**config.mk**
```make
export PLATFORM = sky130hd
export DESIGN_NAME = string_to_integer_parser_core_flat
export DESIGN_NICKNAME = d
export VERILOG_FILES = /design/src/design/stip_pkg.sv /design/src/design/stip_char_if.sv /design/src/design/stip_result_if.sv /design/src/design/string_to_integer_parser_core.sv /design/src/design/stip_cfg_regs.sv /design/src/design/stip_parse_fsm.sv /design/src/flat_wrapper.sv
export SDC_FILE = /design/constraint.sdc
export NUM_CORES = 1
export LEC_CHECK = 0
export BUFFER_PORTS_ARGS = -buffer_cell sky130_fd_sc_hd__buf_2
export CAP_MARGIN = 15
export CORE_ASPECT_RATIO = 1.25
export CORE_MARGIN = 3
export CORE_UTILIZATION = 34
export CTS_CLUSTER_SIZE = 12
export DETAILED_ROUTE_END_ITERATION = 7
export GPL_TIMING_DRIVEN = 0
export PLACE_DENSITY = 0.58
export SYNTH_ARGS = -nofsm -noshare
export SYNTH_HDL_FRONTEND = slang
export SYNTH_SLANG_ARGS = --single-unit
```
**constraint.sdc**
```tcl
create_clock -name clk -period 12.5 [get_ports clk]
set_clock_uncertainty 0.2 [all_clocks]
set_input_delay 0.625 -clock clk [delete_from_list [all_inputs] [get_ports clk]]
set_output_delay 0.625 -clock clk [all_outputs]
set_load 0.005 [all_outputs]
```
**src/design/stip_pkg.sv**
```systemverilog
`timescale 1ns / 1ps
`default_nettype none
package stip_pkg;

  localparam int MAX_LEN = 4096;
  localparam int COUNT_W = $clog2(MAX_LEN + 1);

  localparam int VALUE_W = 64;
  localparam int BASE_W  = 6;
  localparam int CHAR_W  = 8;
  localparam int DIGIT_W = 7;
  localparam int PADDR_W = 3;
  localparam int PDATA_W = 32;

  // Register map, indexed by paddr[2].
  localparam logic REG_NUMBER_BASE = 1'b0;
  localparam logic REG_SIGNED_MODE = 1'b1;

  localparam logic [BASE_W-1:0] NUMBER_BASE_RST = 6'd10;
  localparam logic              SIGNED_MODE_RST = 1'b1;

  localparam logic [BASE_W-1:0] BASE_AUTO = 6'd0;
  localparam logic [BASE_W-1:0] BASE_MIN  = 6'd2;
  localparam logic [BASE_W-1:0] BASE_OCT  = 6'd8;
  localparam logic [BASE_W-1:0] BASE_DEC  = 6'd10;
  localparam logic [BASE_W-1:0] BASE_HEX  = 6'd16;
  localparam logic [BASE_W-1:0] BASE_MAX  = 6'd36;

  localparam logic [CHAR_W-1:0] CH_NUL   = 8'h00;
  localparam logic [CHAR_W-1:0] CH_TAB   = 8'h09;
  localparam logic [CHAR_W-1:0] CH_CR    = 8'h0D;
  localparam logic [CHAR_W-1:0] CH_SPACE = 8'h20;
  localparam logic [CHAR_W-1:0] CH_MINUS = 8'h2D;
  localparam logic [CHAR_W-1:0] CH_ZERO  = 8'h30;
  localparam logic [CHAR_W-1:0] CH_NINE  = 8'h39;
  localparam logic [CHAR_W-1:0] CH_A_UP  = 8'h41;
  localparam logic [CHAR_W-1:0] CH_X_UP  = 8'h58;
  localparam logic [CHAR_W-1:0] CH_Z_UP  = 8'h5A;
  localparam logic [CHAR_W-1:0] CH_A_LO  = 8'h61;
  localparam logic [CHAR_W-1:0] CH_X_LO  = 8'h78;
  localparam logic [CHAR_W-1:0] CH_Z_LO  = 8'h7A;

  localparam logic [DIGIT_W-1:0] DIGIT_NONE = 7'd99;
  localparam logic [DIGIT_W-1:0] DIGIT_TEN  = 7'd10;

  typedef enum logic [1:0] {
    ST_PARSED   = 2'd0,
    ST_EARLY    = 2'd1,
    ST_BAD_BASE = 2'd2
  } status_t;

  typedef enum logic [2:0] {
    PH_LEAD,
    PH_BEGIN,
    PH_AFTER0,
    PH_DIGITS,
    PH_DONE
  } phase_t;

  typedef struct packed {
    logic [BASE_W-1:0] number_base;
    logic              signed_mode;
  } cfg_t;

  typedef struct packed {
    logic [VALUE_W-1:0] value;
    logic [COUNT_W-1:0] offset;
    status_t            status;
  } result_t;

  // Digit weight of a character, DIGIT_NONE for anything that is no digit.
  function automatic logic [DIGIT_W-1:0] digit_value(input logic [CHAR_W-1:0] c);
    logic [DIGIT_W-1:0] d;
    begin
      d = DIGIT_NONE;
      if (c inside {[CH_ZERO:CH_NINE]}) begin
        d = DIGIT_W'(c - CH_ZERO);
      end else if (c inside {[CH_A_UP:CH_Z_UP]}) begin
        d = DIGIT_W'(c - CH_A_UP) + DIGIT_TEN;
      end else if (c inside {[CH_A_LO:CH_Z_LO]}) begin
        d = DIGIT_W'(c - CH_A_LO) + DIGIT_TEN;
      end
      return d;
    end
  endfunction

  function automatic logic is_space(input logic [CHAR_W-1:0] c);
    return (c == CH_SPACE) || (c inside {[CH_TAB:CH_CR]});
  endfunction

endpackage
`default_nettype wire

```
**src/design/stip_char_if.sv**
```systemverilog
`timescale 1ns / 1ps
`default_nettype none
interface stip_char_if;
  logic                         valid;
  logic                         ready;
  logic [stip_pkg::CHAR_W-1:0]  char_code;

  modport source (output valid, output char_code, input ready);
  modport sink   (input valid, input char_code, output ready);
endinterface
`default_nettype wire

```
**src/design/stip_result_if.sv**
```systemverilog
`timescale 1ns / 1ps
`default_nettype none
interface stip_result_if;
  logic                          valid;
  logic                          ready;
  logic [stip_pkg::VALUE_W-1:0]  parsed_value;
  logic [stip_pkg::COUNT_W-1:0]  stop_offset;
  logic [1:0]                    parse_status;

  modport source (output valid, output parsed_value, output stop_offset,
                  output parse_status, input ready);
  modport sink   (input valid, input parsed_value, input stop_offset,
                  input parse_status, output ready);
endinterface
`default_nettype wire

```
**src/design/string_to_integer_parser_core.sv**
```systemverilog
// String-to-integer parser: feed the bytes of a NUL-terminated string on
// char_in, one per beat, and collect one result beat on result_out when the
// NUL arrives (parsed 64-bit value, offset of the first unparsed character
// saturating at MAX_LEN, and status 0 parsed / 1 ended early / 2 invalid
// base). The radix (number_base, register 0 at address 0, 2..36 or 0 for
// auto-detect) and signed_mode (register 1 at address 4) are sampled at the
// first character of each string. Save for the stall below, the block takes
// one character per clock: each character passes through an input
// register, then a single step of the parse state machine (one 64-by-6
// multiply-accumulate) into the state and, on NUL, the result register.
// The only stall is a NUL that meets a result still waiting to be taken;
// ordinary characters keep flowing.
`timescale 1ns / 1ps
`default_nettype none
module string_to_integer_parser_core (
  input  wire logic                          clk,
  input  wire logic                          rst,
  stip_char_if.sink                          char_in,
  stip_result_if.source                      result_out,
  input  wire logic                          psel,
  input  wire logic                          penable,
  input  wire logic                          pwrite,
  input  wire logic [stip_pkg::PADDR_W-1:0]  paddr,
  input  wire logic [stip_pkg::PDATA_W-1:0]  pwdata,
  output logic      [stip_pkg::PDATA_W-1:0]  prdata,
  output logic                               pready
);

  stip_pkg::cfg_t               cfg;
  stip_pkg::result_t            step_result;

  // input register
  logic                         hold_valid;
  logic [stip_pkg::CHAR_W-1:0]  hold_char;
  logic                         hold_nul;

  logic                         out_free;
  logic                         advance;
  logic                         in_beat;

  // result register
  logic                         out_valid;
  stip_pkg::result_t            out_data;

  stip_cfg_regs u_cfg (
    .clk     (clk),
    .rst     (rst),
    .psel    (psel),
    .penable (penable),
    .pwrite  (pwrite),
    .paddr   (paddr),
    .pwdata  (pwdata),
    .prdata  (prdata),
    .pready  (pready),
    .cfg     (cfg)
  );

  stip_parse_fsm u_fsm (
    .clk       (clk),
    .rst       (rst),
    .step      (advance),
    .char_code (hold_char),
    .cfg       (cfg),
    .result    (step_result)
  );

  assign hold_nul = (hold_char == stip_pkg::CH_NUL);

  // The result register is free if empty or being drained this cycle.
  assign out_free = !out_valid || result_out.ready;

  // Advance the held character unless it is a NUL that has nowhere to go.
  assign advance  = hold_valid && (!hold_nul || out_free);

  // Take a new beat whenever the input register empties this cycle.
  assign char_in.ready = !hold_valid || advance;
  assign in_beat       = char_in.valid && char_in.ready;

  always_ff @(posedge clk) begin
    if (rst) begin
      hold_valid <= 1'b0;
    end else if (in_beat) begin
      hold_valid <= 1'b1;
    end else if (advance) begin
      hold_valid <= 1'b0;
    end
  end

  // Payload of the input register carries no reset.
  always_ff @(posedge clk) begin
    if (in_beat) begin
      hold_char <= char_in.char_code;
    end
  end

  always_ff @(posedge clk) begin
    if (rst) begin
      out_valid <= 1'b0;
    end else if (advance && hold_nul) begin
      out_valid <= 1'b1;
    end else if (result_out.ready) begin
      out_valid <= 1'b0;
    end
  end

  // Load the result only on the NUL step; hold it otherwise.
  always_ff @(posedge clk) begin
    if (advance && hold_nul) begin
      out_data <= step_result;
    end
  end

  assign result_out.valid        = out_valid;
  assign result_out.parsed_value = out_data.value;
  assign result_out.stop_offset  = out_data.offset;
  assign result_out.parse_status = out_data.status;

endmodule
`default_nettype wire

```
**src/design/stip_cfg_regs.sv**
```systemverilog
`timescale 1ns / 1ps
`default_nettype none
module stip_cfg_regs (
  input  wire logic                          clk,
  input  wire logic                          rst,
  input  wire logic                          psel,
  input  wire logic                          penable,
  input  wire logic                          pwrite,
  input  wire logic [stip_pkg::PADDR_W-1:0]  paddr,
  input  wire logic [stip_pkg::PDATA_W-1:0]  pwdata,
  output logic      [stip_pkg::PDATA_W-1:0]  prdata,
  output logic                               pready,
  output stip_pkg::cfg_t                     cfg
);

  logic wr_en;

  assign pready = 1'b1;
  assign wr_en  = psel & penable & pwrite;

  always_ff @(posedge clk) begin
    if (rst) begin
      cfg.number_base <= stip_pkg::NUMBER_BASE_RST;
      cfg.signed_mode <= stip_pkg::SIGNED_MODE_RST;
    end else if (wr_en) begin
      case (paddr[2])
        stip_pkg::REG_NUMBER_BASE: cfg.number_base <= pwdata[stip_pkg::BASE_W-1:0];
        stip_pkg::REG_SIGNED_MODE: cfg.signed_mode <= pwdata[0];
        default: ;
      endcase
    end
  end

  always_comb begin
    case (paddr[2])
      stip_pkg::REG_NUMBER_BASE:
        prdata = stip_pkg::PDATA_W'(cfg.number_base);
      stip_pkg::REG_SIGNED_MODE:
        prdata = stip_pkg::PDATA_W'(cfg.signed_mode);
      default:
        prdata = '0;
    endcase
  end

endmodule
`default_nettype wire

```
**src/design/stip_parse_fsm.sv**
```systemverilog
`timescale 1ns / 1ps
`default_nettype none
module stip_parse_fsm (
  input  wire logic                         clk,
  input  wire logic                         rst,
  input  wire logic                         step,
  input  wire logic [stip_pkg::CHAR_W-1:0]  char_code,
  input  wire stip_pkg::cfg_t               cfg,
  output stip_pkg::result_t                 result
);

  stip_pkg::phase_t                phase, phase_next;
  stip_pkg::status_t               early, early_next;
  logic [stip_pkg::VALUE_W-1:0]    acc, acc_next;
  logic                            neg, neg_next;
  logic [stip_pkg::COUNT_W-1:0]    char_count;
  logic [stip_pkg::BASE_W-1:0]     active_base, base_next;
  logic [stip_pkg::COUNT_W-1:0]    stop_pos, stop_next;
  logic                            latched_signed;

  logic                            first;
  logic                            sign_eff;
  logic                            is_nul;
  logic [stip_pkg::DIGIT_W-1:0]    digit;
  logic                            do_begin;
  logic                            do_take;

  assign first    = (char_count == '0);
  assign sign_eff = first ? cfg.signed_mode : latched_signed;
  assign is_nul   = (char_code == stip_pkg::CH_NUL);
  assign digit    = stip_pkg::digit_value(char_code);

  always_ff @(posedge clk) begin
    if (rst) begin
      phase          <= stip_pkg::PH_LEAD;
      early          <= stip_pkg::ST_PARSED;
      acc            <= '0;
      neg            <= 1'b0;
      char_count     <= '0;
      active_base    <= '0;
      stop_pos       <= '0;
      latched_signed <= 1'b0;
    end else if (step) begin
      if (is_nul) begin
        // string finished: clear for the next one
        phase          <= stip_pkg::PH_LEAD;
        early          <= stip_pkg::ST_PARSED;
        acc            <= '0;
        neg            <= 1'b0;
        char_count     <= '0;
        active_base    <= '0;
        stop_pos       <= '0;
        latched_signed <= 1'b0;
      end else begin
        phase          <= phase_next;
        early          <= early_next;
        acc            <= acc_next;
        neg            <= neg_next;
        active_base    <= base_next;
        stop_pos       <= stop_next;
        latched_signed <= sign_eff;
        if (char_count < stip_pkg::COUNT_W'(stip_pkg::MAX_LEN)) begin
          char_count <= char_count + 1'b1;
        end
      end
    end
  end

  always_comb begin
    phase_next = phase;
    early_next = early;
    acc_next   = acc;
    neg_next   = neg;
    base_next  = first ? cfg.number_base : active_base;
    stop_next  = stop_pos;
    do_begin   = 1'b0;
    do_take    = 1'b0;

    case (phase)
      stip_pkg::PH_LEAD: begin
        if (is_nul) begin
          early_next = stip_pkg::ST_EARLY;
          phase_next = stip_pkg::PH_DONE;
        end else if (sign_eff && stip_pkg::is_space(char_code)) begin
          phase_next = stip_pkg::PH_LEAD;
        end else if (sign_eff && (char_code == stip_pkg::CH_MINUS)) begin
          neg_next   = 1'b1;
          phase_next = stip_pkg::PH_BEGIN;
        end else begin
          do_begin = 1'b1;
        end
      end
      stip_pkg::PH_BEGIN: begin
        do_begin = 1'b1;
      end
      stip_pkg::PH_AFTER0: begin
        if (is_nul) begin
          early_next = stip_pkg::ST_EARLY;
          phase_next = stip_pkg::PH_DONE;
        end else if ((char_code == stip_pkg::CH_X_UP) || (char_code == stip_pkg::CH_X_LO)) begin
          base_next  = stip_pkg::BASE_HEX;
          phase_next = stip_pkg::PH_DIGITS;
        end else begin
          if (base_next == stip_pkg::BASE_AUTO) begin
            base_next = stip_pkg::BASE_OCT;
          end
          phase_next = stip_pkg::PH_DIGITS;
          do_take    = 1'b1;
        end
      end
      stip_pkg::PH_DIGITS: begin
        do_take = 1'b1;
      end
      default: ;
    endcase

    // start of the number proper: end early on NUL, pick or check the radix and handle a leading zero
    if (do_begin) begin
      if (is_nul) begin
        early_next = stip_pkg::ST_EARLY;
        phase_next = stip_pkg::PH_DONE;
      end else if ((base_next == stip_pkg::BASE_AUTO) || (base_next == stip_pkg::BASE_HEX)) begin
        if (char_code == stip_pkg::CH_ZERO) begin
          phase_next = stip_pkg::PH_AFTER0;
        end else begin
          if (base_next == stip_pkg::BASE_AUTO) begin
            base_next = stip_pkg::BASE_DEC;
          end
          phase_next = stip_pkg::PH_DIGITS;
          do_take    = 1'b1;
        end
      end else if ((base_next < stip_pkg::BASE_MIN) || (base_next > stip_pkg::BASE_MAX)) begin
        early_next = stip_pkg::ST_BAD_BASE;
        phase_next = stip_pkg::PH_DONE;
      end else begin
        phase_next = stip_pkg::PH_DIGITS;
        do_take    = 1'b1;
      end
    end

    // one multiply-accumulate, or stop at the first non-digit
    if (do_take) begin
      if (digit < stip_pkg::DIGIT_W'(base_next)) begin
        acc_next = acc * stip_pkg::VALUE_W'(base_next) + stip_pkg::VALUE_W'(digit);
      end else begin
        stop_next  = char_count;
        early_next = stip_pkg::ST_PARSED;
        phase_next = stip_pkg::PH_DONE;
      end
    end

    result.status = early_next;
    if (early_next == stip_pkg::ST_PARSED) begin
      result.value  = neg_next ? (stip_pkg::VALUE_W'(0) - acc_next) : acc_next;
      result.offset = stop_next;
    end else begin
      result.value  = '0;
      result.offset = '0;
    end
  end

endmodule
`default_nettype wire

```
**src/flat_wrapper.sv**
```systemverilog
// flat-port wrapper written by rule: the top's interface ports become plain ports
module string_to_integer_parser_core_flat 
  (clk, rst, psel, penable, pwrite, paddr, pwdata, prdata, pready, char_in_valid, char_in_char_code, char_in_ready, result_out_valid, result_out_parsed_value, result_out_stop_offset, result_out_parse_status, result_out_ready);
  stip_char_if char_in_i ();
  stip_result_if result_out_i ();
  input  wire logic clk;
  input  wire logic rst;
  input  wire logic psel;
  input  wire logic penable;
  input  wire logic pwrite;
  input  wire logic [stip_pkg::PADDR_W-1:0] paddr;
  input  wire logic [stip_pkg::PDATA_W-1:0] pwdata;
  output logic      [stip_pkg::PDATA_W-1:0] prdata;
  output logic pready;
  input wire logic [$bits(char_in_i.valid)-1:0] char_in_valid;
  input wire logic [$bits(char_in_i.char_code)-1:0] char_in_char_code;
  output wire logic [$bits(char_in_i.ready)-1:0] char_in_ready;
  output wire logic [$bits(result_out_i.valid)-1:0] result_out_valid;
  output wire logic [$bits(result_out_i.parsed_value)-1:0] result_out_parsed_value;
  output wire logic [$bits(result_out_i.stop_offset)-1:0] result_out_stop_offset;
  output wire logic [$bits(result_out_i.parse_status)-1:0] result_out_parse_status;
  input wire logic [$bits(result_out_i.ready)-1:0] result_out_ready;
  assign char_in_i.valid = char_in_valid;
  assign char_in_i.char_code = char_in_char_code;
  assign char_in_ready = char_in_i.ready;
  assign result_out_valid = result_out_i.valid;
  assign result_out_parsed_value = result_out_i.parsed_value;
  assign result_out_stop_offset = result_out_i.stop_offset;
  assign result_out_parse_status = result_out_i.parse_status;
  assign result_out_i.ready = result_out_ready;
  string_to_integer_parser_core u_core (.clk(clk), .rst(rst), .char_in(char_in_i), .result_out(result_out_i), .psel(psel), .penable(penable), .pwrite(pwrite), .paddr(paddr), .pwdata(pwdata), .prdata(prdata), .pready(pready));
endmodule
```
# --- Word-level counts from Yosys, hierarchy flattened ---
# Cells that the tools add are included.
totals:
  register_bits: 199
  in_bits: 50
  output_inout_bits: 114
  elab_cells: 147
op_classes:
  addsub: 8
  mul: 1
  n_lt_le_gt_ge: 12
  eq_ne: 9
  muxes: 66
  n_bitwise: 3
  n_reduce_logical: 32
op_table:
  columns: ["operator", "n"]
  rows:
  - ["$mux W64", 4]
  - ["$mux W6", 11]
  - ["$mux W13", 5]
  - ["$add A64 B7 Y64", 1]
  - ["$mul A64 B6 Y64", 1]
  - ["$pmux W32 S2", 1]
  - ["$sub A1 B64 Y64 const A", 1]
  - ["$eq A8 B6 Y1 const B", 3]
  - ["$mux W3", 8]
  - ["$mux W1", 22]
  - ["$mux W7", 3]
  - ["$mux W2", 9]
  - ["$eq A8 B7 Y1 const B", 2]
  - ["$ge A8 B7 Y1 const B", 2]
  - ["$le A8 B7 Y1 const B", 2]
  - ["$add A7 B4 Y7 const B", 2]
  - ["$sub A7 B7 Y7 const B", 2]
  - ["$add A13 B1 Y13 const B", 1]
  - ["$logic_not A13 Y1", 1]
  - ["$lt A13 B13 Y1 const B", 1]
  - ["$logic_not A6 Y1", 2]
  - ["$logic_and A1 B1 Y1", 9]
  - ["$ge A8 B4 Y1 const B", 1]
  - ["$ge A8 B6 Y1 const B", 1]
  - ["21 further kinds", 36]

# --- Depth between registers and ports, before layout ---
# Gate-level depths: netlist (run 1).
depth:
  depth_word: 19
  depth_mapped: 33
  mapped_depth_nobuf: 29

# --- Cells and area by module ---
# A second synthesis (run 1) with hierarchy kept.
hier_totals:
  hier_cells: 2830
  hier_area_um2: 24599.8
modules_own_cells:
  columns: ["module", "instances", "cells_each", "area_each_um2", "seq_area_each_um2"]
  rows:
  - ["stip_parse_fsm", 1, 2659, 21239.1, 2062.0]
  - ["string_to_integer_parser_core", 1, 104, 2781.4, 2652.5]
  - ["stip_cfg_regs", 1, 67, 579.3, 140.1]

# --- Least setup slack after synthesis (run 1) ---
# No wires, ideal clock.
synth_path:
  path_type: "reg-to-reg"
  startpoint: "reg u_core.u_fsm.char_count[0] (netlist bit)"
  endpoint: "reg u_core.out_data (netlist bit u_core.result_out.parsed_value[60]) (data pin)"
  setup_time_ps: 262
  arrival_time_ps: 8082
  required_ps: 12038
  slack_ps: 3956
  stages_incl_launch_ff: 31
  n_path_buf: 2
  period_less_slack_ps: 8544
  path_cell_list: "dfxtp_1 inv_1 ha_1 nor4b_1 and3_1 buf_4 mux2_2 and4_1 a22oi_1 clkbuf_1 nand2b_1 fa_1 fa_1 inv_1 fa_1 inv_1 fa_1 inv_1 ha_1 o211ai_1 o211ai_1 a21oi_2 o31ai_1 xor2_1 nor4_2 or4b_1 nor2_1 o2111ai_2 and2b_1 a41oi_1 mux2_1"
synth_via:
  elab_chain_cells: 19
  elab_cells_between_ends: 47
  cone_classes: "add/sub (2); mul (1); order compare (3); eq/ne (1); mux (32); reduce/logical (8)"
synth_lines:
  columns: ["item", "line", "rtl"]
  rows:
  - ["start: declaration", "stip_parse_fsm.sv:16", "logic [stip_pkg::COUNT_W-1:0] char_count;"]
  - ["start signal: assignment", "stip_parse_fsm.sv:63", "char_count <= char_count + 1'b1;"]
  - ["$logic_not A13 Y1 (*)", "stip_parse_fsm.sv:28", "assign first = (char_count == '0);"]
  - ["$mux W6", "stip_parse_fsm.sv:74", "base_next = first ? cfg.number_base : active_base;"]
  - ["$logic_not A6 Y1", "stip_parse_fsm.sv:104", "if (base_next == stip_pkg::BASE_AUTO) begin"]
  - ["$mux W6", "stip_parse_fsm.sv:104", null]
  - ["$mux W6", "stip_parse_fsm.sv:100", "end else if ((char_code == stip_pkg::CH_X_UP) || (char_code == stip_pkg::CH_X_LO)) begin"]
  - ["$mux W6", "stip_parse_fsm.sv:97", "if (is_nul) begin"]
  - ["$mux W6", "stip_parse_fsm.sv:79", "case (phase)"]
  - ["$logic_not A6 Y1", "stip_parse_fsm.sv:122, stip_parse_fsm.sv:126", null]
  - ["[3 not listed]", null, null]
  - ["$mux W6", "stip_parse_fsm.sv:119", "if (is_nul) begin"]
  - ["$mux W6", "stip_parse_fsm.sv:118", "if (do_begin) begin"]
  - ["$mul A64 B6 Y64", "stip_parse_fsm.sv:144", "acc_next = acc * stip_pkg::VALUE_W'(base_next) + stip_pkg::VALUE_W'(digit);"]
  - ["$add A64 B7 Y64", "stip_parse_fsm.sv:144", null]
  - ["$mux W64", "stip_parse_fsm.sv:143", "if (digit < stip_pkg::DIGIT_W'(base_next)) begin"]
  - ["$mux W64", "stip_parse_fsm.sv:142", "if (do_take) begin"]
  - ["$sub A1 B64 Y64", "stip_parse_fsm.sv:154", "result.value = neg_next ? (stip_pkg::VALUE_W'(0) - acc_next) : acc_next;"]
  - ["$mux W64", "stip_parse_fsm.sv:154", null]
  - ["end signal: assignment", "string_to_integer_parser_core.sv:109", "out_data <= step_result;"]
  - ["end: declaration", "string_to_integer_parser_core.sv:43", "stip_pkg::result_t out_data;"]
# Mark *: on every way between the ends. The rest lies on a longest branch, timed or not.
# A chain may end at the register's enable or synchronous reset.

# --- Worst setup path after layout (run 1) ---
layout_path:
  startpoint: "reg u_core.hold_char[0] (netlist bit)"
  endpoint: "reg u_core.out_data (netlist bit u_core.result_out.parsed_value[61]) (data pin)"
layout_via:
  elab_chain_cells: 17
  elab_cells_between_ends: 76
  cone_classes: "add/sub (7); mul (1); order compare (11); eq/ne (6); mux (38); reduce/logical (13)"
layout_lines:
  columns: ["item", "line", "rtl"]
  rows:
  - ["start: declaration", "string_to_integer_parser_core.sv:34", "logic [stip_pkg::CHAR_W-1:0] hold_char;"]
  - ["start signal: assignment", "string_to_integer_parser_core.sv:92", "hold_char <= char_in.char_code;"]
  - ["$eq A8 B7 Y1", "stip_parse_fsm.sv:100", null]
  - ["$logic_or A1 B1 Y1", "stip_parse_fsm.sv:100", null]
  - ["$mux W6", "stip_parse_fsm.sv:100", null]
  - ["$mux W6", "stip_parse_fsm.sv:97", null]
  - ["$mux W6", "stip_parse_fsm.sv:79", null]
  - ["$logic_not A6 Y1", "stip_parse_fsm.sv:122, stip_parse_fsm.sv:126", null]
  - ["$mux W6", "stip_parse_fsm.sv:126", "if (base_next == stip_pkg::BASE_AUTO) begin"]
  - ["$mux W6", "stip_parse_fsm.sv:123", "if (char_code == stip_pkg::CH_ZERO) begin"]
  - ["$mux W6", "stip_parse_fsm.sv:122", "end else if ((base_next == stip_pkg::BASE_AUTO) || (base_next == stip_pkg::BASE_HEX)) begin"]
  - ["$mux W6", "stip_parse_fsm.sv:119", null]
  - ["$mux W6", "stip_parse_fsm.sv:118", null]
  - ["$mul A64 B6 Y64", "stip_parse_fsm.sv:144", null]
  - ["$add A64 B7 Y64", "stip_parse_fsm.sv:144", null]
  - ["$mux W64", "stip_parse_fsm.sv:143", null]
  - ["$mux W64", "stip_parse_fsm.sv:142", null]
  - ["$sub A1 B64 Y64", "stip_parse_fsm.sv:154", null]
  - ["$mux W64", "stip_parse_fsm.sv:154", null]
# Parallel ways exist; a longest one is shown, timed or not.

==> key figures, run 1 <==
Run status
  – Status: complete, no violations

Worst setup path
  – Crit path buf inv count: 6
  – Crit path arrival time: 11.48 ns
  – Cell depth of the worst flop-to-flop path: 30
  – Crit path launch type: register
  – Slowest cell on crit path: a22oi_1
  – Worst R2R End: u_core.result_out.parsed_value[61]
  – CP endpoint kind: register
  – R2R Path Start: u_core.hold_char[0]
  – Critical path's top delay family: compound AO/OA/AOI/OAI gates
  – Crit Path Category: register to register
  – Critical path's largest stage delay: 0.80 ns
  – Setup slack, reg-to-reg: 1.05 ns
  – Crit path max fanout: 10
  – Worst Path Required: 12.53 ns

Clock network
  – # resized after CTS: 0
  – Worst skew pair latency: 0.50 ns
  – H-Tree Depth: 4
  – Clock Root Buffer: clkbuf_16
  – CTS tree: built
  – Clk buf depth: 2
  – Sinks on Clock Net: 199
  – Hold buffers post-CTS: 0
  – Num CTS Buffers: 17
  – Postcts setup bufs: 0
  – Worst-path clk slew: 0.08 ns

Yosys
  – Post-synth EDFFs: 87
  – Synth unique cells: 104
  – Synth Warn #: 0
  – Synthesized cell area: 24400 um^2
  – Synth Area in Adders: 27.0%
  – Syn avg cell area: 8.79 um^2
  – Register area share after synthesis: 19.9%
  – Post-synth ARST share: 0%
  – Top FF cell, synth: dfxtp_1
  – Post-synthesis compound-gate area fraction: 16.2%
  – Post-synthesis register bit count: 199
  – Largest family of logic cells by synthesized area: adder cells
  – Mux cell area share after synthesis: 2.92%
  – Post-synthesis simple-gate area fraction: 23.8%
  – Gate Count Post-Synth: 2777
  – XOR/XNOR share of the synthesized area: 4.59%

Die
  – Starting Density: 34.4%
  – Horiz. Die Dim: 246 um
  – Num rows: 109
  – Core Box Area: 70900 um^2
  – Die ar.: 75100 um^2
  – Die Height: 306 um
  – I/O Pins: 164

Layout
  – Final net count: 3364
  – Final core utilization: 37.8%
  – Most common cell after layout, fill and taps aside: nor2_1
  – Non-Filler Instances: 3890
  – Multi-input gate area: 18300 um^2
  – Most frequent cells in the layout: 282 x nor2_1, 241 x fa_1, 231 x and2_1
  – Final Cell Area: 26800 um^2
  – Area added between synthesis and finish: 9.97%
  – Sequential cell area: 4850 um^2
  – Layout cell share with drive strength beyond 1: 9.21%
  – Fill cells: 7368

Drt
  – DRC: 0
  – Detailed Routing Iterations Pass 1: 5
  – Wire per inst: 22.1 um
  – Vias: 21700
  – Routed WL: 86.2 mm
  – ANT nets after route: 0
  – DR iter-0 viols: 1662
  – Vias/cell: 5.59

Placed design
  – RD Place Congestion: 0.939
  – Port buffer count: 106
  – Hpwl dp: 68.5 mm
  – Cell Area, Placed: 26300 um^2
  – Dpl cells: 3855

STA
  – Final Hold Viols: 0
  – Minimum clock period: 11.45 ns
  – Post-route setup TNS: 0 ns
  – Actual slew at the worst max-slew pin: 1.19 ns
  – Slew margin rel.: 20.6%
  – Setup violators final: 0
  – Final Cycle Share: 91.6%
  – Achievable frequency: 0.0874 GHz
  – RSZ-0062 raised after global routing: no
  – Slew Limit Fails: 0

Global route
  – Grt ovf: 0
  – First-pass GRT wire length: 131 mm
  – Overall Global Routing Usage: 22.8%
  – Largest net degree at the start of global routing: 60
  – Initial antenna violation count: 3
  – Vias in the first global route: 21500

Hold path
  – WHS Path Cells: 1
  – Endpoint, Worst Hold: u_core.hold_char[2]
  – Hold Startpoint: char_in_char_code[2]
  – Hold Path Class: input pin to register

Power
  – Power Density: 55.8 nW/um^2
  – Peak VDD IR: 0.113 mV
  – P_leak: 12.0 nW

Run
  – Max_cap viols: 0
## how the worst max path moves through the flow
stage,startpoint,end,cells past startpoint
finish,u_core.hold_char[0],u_core.result_out.parsed_value[61],30
floorplan,u_core.u_fsm.char_count[0],u_core.result_out.parsed_value[60],30
global route,u_core.hold_char[0],u_core.result_out.parsed_value[61],30
detailed placement,u_core.hold_char[0],u_core.result_out.parsed_value[61],30
global placement,u_core.hold_char[1],u_core.result_out.parsed_value[61],30
CTS,u_core.hold_char[0],u_core.result_out.parsed_value[61],30
## cells in the mapped netlist (28+ instances only)
library cell / instances / area (um^2)
ha_1: 142 / 1780
clkbuf_1: 141 / 529
mux2i_1: 60 / 601
a31oi_1: 29 / 181
fa_1: 241 / 4820
nand4_1: 30 / 188
a22oi_1: 65 / 488
nand3_1: 28 / 140
and2_1: 231 / 1450
o21ai_0: 104 / 521
nor2b_1: 133 / 832
nor4_1: 33 / 206
nand2_1: 191 / 717
edfxtp_1: 87 / 2610
inv_1: 90 / 338
nor3_1: 43 / 215
buf_4: 32 / 240
dfxtp_1: 112 / 2240
nor2_1: 282 / 1060
a21oi_1: 165 / 826
xor2_1: 57 / 499
xnor2_1: 71 / 622
## power by group
part | switching (W) | total [W] | internal (W)
clock | 0.000298 | 0.000563 | 0.000264
sequential | 0.00000818 | 0.000687 | 0.000679
combinational | 0.000174 | 0.000247 | 0.0000726
total | 0.000481 | 0.00150 | 0.00102
## sequential cells by signal, indices dropped and copies added, names as in the netlist, 3 cells and up
signal                          flops
u_core.result_out.parsed_value     64
u_core.result_out.stop_offset      13
u_core.u_fsm.char_count            13
u_core.u_fsm.acc                   64
u_core.u_cfg.cfg                    7
u_core.u_fsm.stop_pos              13
u_core.hold_char                    8
u_core.u_fsm.active_base            6
u_core.u_fsm.phase                  3
## stage by stage
stage	power [W]	setup WS (ns)	hold slack, ns
final	0.00150	1.05	0.126
after global routing	0.00154	0.738	0.125
after CTS	0.00149	1.23	0.115
after detailed placement	0.000942	1.25	0.283
after global placement	0.000941	0.658	0.277
after floorplan	0.000855	3.96	0.254
## logic make-up after synthesis
group	count (synthesis)
simple gates	1103
mux	70
xor+xnor	128
fa+ha+maj	383
other cells	2
compound gates	585
flops	199
buf+inv	307
## final cells by class
class / count / share of cell area, %
multi-input combinational: 2296 / 68.2
clock buffer: 18 / 1.60
sequential: 199 / 18.1
clock inverter: 14 / 0.503
inverter: 91 / 1.28
antenna: 3 / 0.0280
tap: 943 / 4.40
buffer: 216 / 3.79
timing repair buffer: 110 / 2.17
## per-layer routing
metal  GRT usage, %  up-vias  wire length [um]
met3           2.76      215              5260
met4           11.7        0              4890
met5              0        -                 0
met2           38.6      879             41100
met1           28.3    10700             34900
li1               -     9914                 -
No activity file was read; power rests on OpenSTA's default activity.
==> run 2, diff against run 1 <==
- CAP_MARGIN: 15 -> 20
- CORE_ASPECT_RATIO: 1.25 -> default
==> key figures, run 2 (synthesis gave the netlist of run 1 again) <==
Run status
  – Status: complete, no violations

Die
  – Num rows: 97 (-11%)
  – Horiz. Die Dim: 274 um (+12%)
  – Starting Density: 34.6% (+0.20 points)
  – I/O Pins: 164 (unchanged)
  – Die Height: 274 um (-10%)
  – Core Box Area: 70500 um^2 (-0.57%)
  – Die ar.: 75000 um^2 (about the same)

Clock network
  – Postcts setup bufs: 0 (unchanged)
  – Hold buffers post-CTS: 0 (unchanged)
  – Worst skew pair latency: 0.51 ns (about the same)
  – # resized after CTS: 0 (unchanged)
  – Worst-path clk slew: 0.08 ns (about the same)
  – Clk buf depth: 2 (unchanged)
  – Sinks on Clock Net: 199 (unchanged)
  – Clock Root Buffer: clkbuf_16
  – Num CTS Buffers: 17 (unchanged)
  – CTS tree: built
  – H-Tree Depth: 4 (unchanged)

Hold path
  – Hold Path Class: input pin to register

Worst setup path
  – CP endpoint kind: register
  – Crit path arrival time: 11.43 ns (-0.05 ns)
  – Slowest cell on crit path: clkbuf_1
  – Critical path's top delay family: simple AND/OR/NAND/NOR gates
  – Crit path buf inv count: 4 (-2)
  – Crit path max fanout: 10 (unchanged)
  – Critical path's largest stage delay: 0.93 ns (+0.13 ns)
  – Crit path launch type: register
  – Worst Path Required: 12.54 ns (about the same)
  – Crit Path Category: register to register

Drt
  – Routed WL: 83.9 mm (-2.6%)
  – DRC: 0 (unchanged)
  – Vias/cell: 5.54 (-0.94%)
  – DR iter-0 viols: 2054 (+24%)
  – Wire per inst: 21.6 um (-2.6%)
  – ANT nets after route: 0 (unchanged)
  – Vias: 21500 (-0.94%)
  – Detailed Routing Iterations Pass 1: 6 (+1)

Global route
  – Initial antenna violation count: 3 (unchanged)
  – Vias in the first global route: 21100 (-2.2%)
  – First-pass GRT wire length: 129 mm (-1.2%)
  – Largest net degree at the start of global routing: 43 (-28%)
  – Grt ovf: 0 (unchanged)
  – Overall Global Routing Usage: 22.5% (-0.29 points)

STA
  – Actual slew at the worst max-slew pin: 1.23 ns (+0.0419 ns)
  – Minimum clock period: 11.39 ns (-0.0548 ns)
  – Post-route setup TNS: 0 ns (unchanged)
  – Achievable frequency: 0.0878 GHz (+0.48%)
  – Slew Limit Fails: 0 (unchanged)
  – Setup violators final: 0 (unchanged)
  – Final Hold Viols: 0 (unchanged)
  – RSZ-0062 raised after global routing: no
  – Final setup margin: 1.11 ns (+0.0548 ns)
  – Worst hold margin: 0.100 ns (-0.0258 ns)
  – Slew margin rel.: 17.8% (-2.8 points)
  – Final Cycle Share: 91.1% (-0.44 points)

Placed design
  – Place WS: 1.57 ns (+0.319 ns)
  – Dpl cells: 3854 (-0.026%)
  – Port buffer count: 106 (unchanged)
  – RD Place Congestion: 0.936 (-0.34%)
  – Hpwl dp: 66.3 mm (-3.2%)

Power
  – Power Density: 56.7 nW/um^2 (+1.6%)
  – P_leak: 12.0 nW (+0.32%)
  – Peak VDD IR: 0.107 mV (-4.9%)

Layout
  – Final net count: 3368 (+0.12%)
  – Area added between synthesis and finish: 10.4%
  – Most frequent cells in the layout: 282 x nor2_1, 241 x fa_1, 231 x and2_1
  – Non-Filler Instances: 3890 (unchanged)
  – Final core utilization: 38.2% (+0.35 points)
  – Fill cells: 7240 (-1.7%)
  – Layout cell share with drive strength beyond 1: 9.46% (+0.26 points)
  – Most common cell after layout, fill and taps aside: nor2_1

Run
  – Max_cap viols: 0 (unchanged)
-- run 2: layout make-up --
type	count	area (um^2)	share of cell area, %
multi-input combinational	2296	18300	67.9
sequential	199	4850	18.0
tap	940	1180	4.37
buffer	216	1020	3.77
timing repair buffer	114	639	2.37
clock buffer	17	425	1.58
inverter	91	344	1.28
clock inverter	15	174	0.646
antenna	2	5.00	0.0186
-- run 2: per-layer routing --
layer,up-vias,track usage (%),part of all wire (%)
li1,9924,-,-
met4,4,8.09,3.3
met2,831,35.0,45
met1,10600,30.9,44
met3,144,4.49,7.9
met5,-,0,0.032
-- run 2: path summary, 6_finish.rpt --
path | from | end | slack, ns | cells past startpoint
max reg2reg | u_core.hold_char[0] | u_core.result_out.parsed_value[60] | 1.11 | 28
max | u_core.hold_char[0] | u_core.result_out.parsed_value[60] | 1.11 | 28
min | char_in_char_code[6] | u_core.hold_char[6] | 0.10 | 1
min reg2reg | u_core.u_fsm.neg | u_core.u_fsm.neg | 0.30 | 2
-- run 2: per-stage QoR --
step | total power [W] | cell area (um^2)
finish | 0.00153 | 26900
global route | 0.00157 | 26900
CTS | 0.00153 | 26900
detailed placement | 0.000941 | 26300
global placement | 0.000939 | 26200
floorplan | 0.000855 | 24500
-- run 2: report_power, final --
group	total [W]	switching, W	internal, W
combinational	0.000246	0.000173	0.0000737
sequential	0.000688	0.00000868	0.000679
clock	0.000592	0.000321	0.000271
